--- config.mk ---
export PLATFORM = sky130hd
export DESIGN_NAME = lbba_box_ram
export DESIGN_NICKNAME = d
export VERILOG_FILES = /design/src/sv/lbba_box_ram.sv
export SDC_FILE = /design/constraint.sdc
export NUM_CORES = 2
export LEC_CHECK = 0
export BUFFER_PORTS_ARGS = -buffer_cell sky130_fd_sc_hd__buf_2
export CAP_MARGIN = 15
export CORE_MARGIN = 5
export CORE_UTILIZATION = 25
export CTS_CLUSTER_DIAMETER = 200
export CTS_CLUSTER_SIZE = 12
export DETAILED_ROUTE_END_ITERATION = 7
export SLEW_MARGIN = 20
export SYNTH_ARGS = -nofsm -noshare
export SYNTH_HDL_FRONTEND = slang
export SYNTH_SLANG_ARGS = --single-unit
--- constraint.sdc ---
create_clock -name clk_i -period 7.6 [get_ports clk_i]
set_input_delay 1.52 -clock clk_i [delete_from_list [all_inputs] [get_ports clk_i]]
set_output_delay 1.52 -clock clk_i [all_outputs]
set_load 0.005 [all_outputs]
--- src/sv/lbba_box_ram.sv ---
// Simple dual-port synchronous RAM holding the box table.
// One write port, one read port with registered read data; no dependencies.
`default_nettype none

module lbba_box_ram #(
  parameter int DataW = 60,
  parameter int Depth = 64,
  localparam int AddrW = (Depth > 1) ? $clog2(Depth) : 1
) (
  input  wire logic             clk_i,
  input  wire logic             we_i,
  input  wire logic [AddrW-1:0] waddr_i,
  input  wire logic [DataW-1:0] wdata_i,
  input  wire logic [AddrW-1:0] raddr_i,
  output logic      [DataW-1:0] rdata_o
);

  logic [DataW-1:0] mem_q [Depth];

  // write port, read port returns old data on a same-address collision
  always_ff @(posedge clk_i) begin
    if (we_i) begin
      mem_q[waddr_i] <= wdata_i;
    end
    rdata_o <= mem_q[raddr_i];
  end

endmodule

`default_nettype wire

==> impl_metrics.env <==
export IMPL_drv_slew=0
export IMPL_p_sw_mw=9.121
export IMPL_yosys_area_top_type="edfxtp_1"
export IMPL_worstSetupEndpointType="flop"
export IMPL_power_clock_fraction_pct=39.0
export IMPL_synth_area_leaders="edfxtp_1 (79%), mux4_2 (16%), dfxtp_1 (0.82%), o22ai_1 (0.80%), nor2_1 (0.45%)"
export IMPL_drt_initial_drc_count=9461
export IMPL_path_clk_slew_ns=0.06
export IMPL_finalWorstSetupSlack_ns=3.563
export IMPL_routed_wl_met3_um=38840
export IMPL_area_growth_pct=15.13
export IMPL_cp_startpoint="raddr_i[1]"
export IMPL_place_ws_ns=2.566
export IMPL_reg2reg_from="mem_q[38][46]"
export IMPL_ir_worst_vdd_uv=172.2
export IMPL_synthCells=6093
export IMPL_routed_top_layer="met5"
export IMPL_core_area_um2=585000
export IMPL_insertion_delay_ns=0.94
export IMPL_post_synth_top_count_cell="edfxtp_1"
export IMPL_grt_use_total_pct=13.58
export IMPL_post_route_min_period_ns=4.037
export IMPL_p_int_mw=33.61
export IMPL_cts_sinks=3900
export IMPL_max_cap_viol_count=0
export IMPL_routed_wl_um=421800
export IMPL_place_congestion=0.7537
export IMPL_crit_chain="buf_8 > buf_4 > buf_4 > mux4_2 > mux4_2 > o22ai_1 > nor2_1"
export IMPL_fmax_mhz=247.7
export IMPL_clockBufferDepth=4
export IMPL_avgSynthCellArea_um2=24.05
export IMPL_yosys_warnings=0
export IMPL_yosys_top_cells_count="edfxtp_1 (3840), mux4_2 (1040), o22ai_1 (188)"
export IMPL_antenna_found_initial=64
export IMPL_avgViaCountPerCell=4.819
export IMPL_die_w_um=775.5
export IMPL_synth_seq_area_share_pct=79.52
export IMPL_worstPathRequired_ns=8.40
export IMPL_grt_pass1_wl_um=580500
export IMPL_regArea_um2=116500
export IMPL_path_class="in -> reg"
export IMPL_grt_setup_unrepaired="no"
export IMPL_multiInputGateArea_um2=28960
export IMPL_initial_core_util_pct=25.04
export IMPL_synth_async_sr_flop_share_pct=0
export IMPL_cp_arrival_ns=4.84
export IMPL_worst_path_dominant_cell_family="buffers and inverters"
export IMPL_die_area_um2=601500
export IMPL_synth_edf_count=3840
export IMPL_wirelength_met1_um=164200
export IMPL_io_buffers=133
export IMPL_drc_errors=0
export IMPL_htreeDepth=5
export IMPL_synthFlopType="edfxtp_1"
export IMPL_fillCellCount=56441
export IMPL_hpwl_um=226100
export IMPL_whs_ns=0.9033
export IMPL_cts_resized=0
export IMPL_critPathMaxStageDelay_ns=0.72
export IMPL_hold_viol_final=0
export IMPL_min_path_type="reg -> reg"
export IMPL_ff2ff_setup_slack_ns=5.39
export IMPL_synth_cell_type_count=36
export IMPL_report_power_total_mw=42.73
export IMPL_wl_met2_um=204100
export IMPL_drive_above_1_share_pct=28.33
export IMPL_num_io_pins=134
export IMPL_slew_headroom_pct=23.61
export IMPL_worstMarginPinSlew_ns=1.143
export IMPL_start_kind="primary input"
export IMPL_drt_pass1_iter_count=5
export IMPL_placed_area_um2=158000
export IMPL_hp_start="mem_q[28][58]"
export IMPL_hold_path_endpoint="rdata_o[58]"
export IMPL_pwr_density_cell_nw_per_um2=253.3
export IMPL_fin_setup_tns_ns=0
export IMPL_cts_made_buffers=362
export IMPL_pwr_share_comb_pct=4.9
export IMPL_cts_tree="yes"
export IMPL_r2r_end="rdata_o[46]"
export IMPL_vias=69789
export IMPL_slowest_stage="buf_4"
export IMPL_nNetsFinal=6503
export IMPL_min_path_cells=5
export IMPL_final_setup_skew_ns=0.04990
export IMPL_synth_largest_type_area_fraction_pct=78.70
export IMPL_reg2reg_depth=5
export IMPL_design_area_um2=168700
export IMPL_die_y_um=775.5
export IMPL_p_sw_share_pct=21.35
export IMPL_synth_net_count=6167
export IMPL_overflow=0
export IMPL_cts_setup_buffers=0
export IMPL_cp_max_fo=49
export IMPL_path_buf_inv=3
export IMPL_syn_cell_area_um2=146500
export IMPL_p_seq_share_pct=56.1
export IMPL_p_leak_nw=50.02
export IMPL_root_buffer="clkbuf_16"
export IMPL_synth_seq_cells=3900
export IMPL_grt_pass1_vias=70784
export IMPL_num_rows=281
export IMPL_antenna_left=0
export IMPL_cts_hold_buffers_added=0
export IMPL_routedWlPerCell_um=29.13
export IMPL_status="completed"
export IMPL_grt_max_degree=124
export IMPL_setup_viol=0
export IMPL_period_share_pct=53.12
cell type report:
cell class / count / area share (%)
Antenna cell: 13 / 0.01929
Inverter: 1 / 0.005192
Clock buffer: 598 / 5.959
Multi-Input combinational cell: 1852 / 17.17
Sequential cell: 3900 / 69.07
Tap cell: 7782 / 5.773
Timing Repair Buffer: 312 / 1.789
Clock inverter: 23 / 0.2121
cell families (layout without fill, tap and decap cells):
logic type      count (synthesis)  count (layout)  share of synthesized area, %
compound gates                402             402                         1.757
buf+inv                       341             934                         1.071
flops                        3900            3900                         79.52
mux                          1149            1149                         16.78
other cells                     0              13                             0
simple gates                  301             301                        0.8668
per-layer routing:
layer,global-route usage [%],vias up
li1,-,26988
met1,18.15,38229
met2,22.47,3817
met3,2.544,747
met4,4.137,8
met5,0,-
worst max-delay path by stage:
stage / cells after the start / slack (ns) / endpoint
CTS: 7 / 3.57 / rdata_o[49]
global placement: 8 / 2.55 / rdata_o[12]
global route: 7 / 3.51 / rdata_o[6]
floorplan: 4 / 0.95 / mem_q[48][0]
finish: 7 / 3.56 / rdata_o[6]
detailed placement: 7 / 2.57 / rdata_o[49]
sequential cells by signal, summed over array words and instances, names as in the netlist:
register / count
mem_q: 3840
rdata_o: 60
metrics by stage:
stage | instances | utilization, %
after floorplan | 6093 | -
after global placement | 13841 | 27.00
after detailed placement | 13842 | 27.01
after CTS | 14463 | 28.79
after global routing | 14472 | 28.83
final | 14481 | 28.83
power by group through the flow:
stage | Sequential, mW | Combinational (mW) | Clock, mW
after CTS | 24.0 | 2.11 | 17.0
after detailed placement | 24.4 | 2.11 | 0
after global placement | 24.4 | 2.07 | 0
final | 23.9 | 2.10 | 16.7
after global routing | 24.0 | 2.22 | 17.9
after floorplan | 24.3 | 1.14 | 0
worst register-to-register path, stage by stage, from the launching register on:
cell      delay, ns
edfxtp_1       0.36
mux4_2         0.56
o221ai_1       0.56
a31oi_1        0.26
a21oi_1        0.27
nor2_1         0.07
layout by cell type, fill, tap and decap left out, drive strengths merged:
cell type	instances
a211oi	3
a21oi	74
a31oi	28
and2	1
buf	312
clkbuf	598
clkinv	9
dfxtp	60
diode	13
edfxtp	3840
inv	15
mux2	58
mux2i	51
mux4	1040
nand2	68
nand2b	9
nand3	5
nand3b	5
nand4	2
nand4b	1
nor2	177
nor2b	9
nor3	12
o21ai	39
o221a	9
o221ai	59
o22ai	188
o31ai	1
o32ai	1
or2	4
or3	3
or3b	5
(Power assumes the default switching activity.)
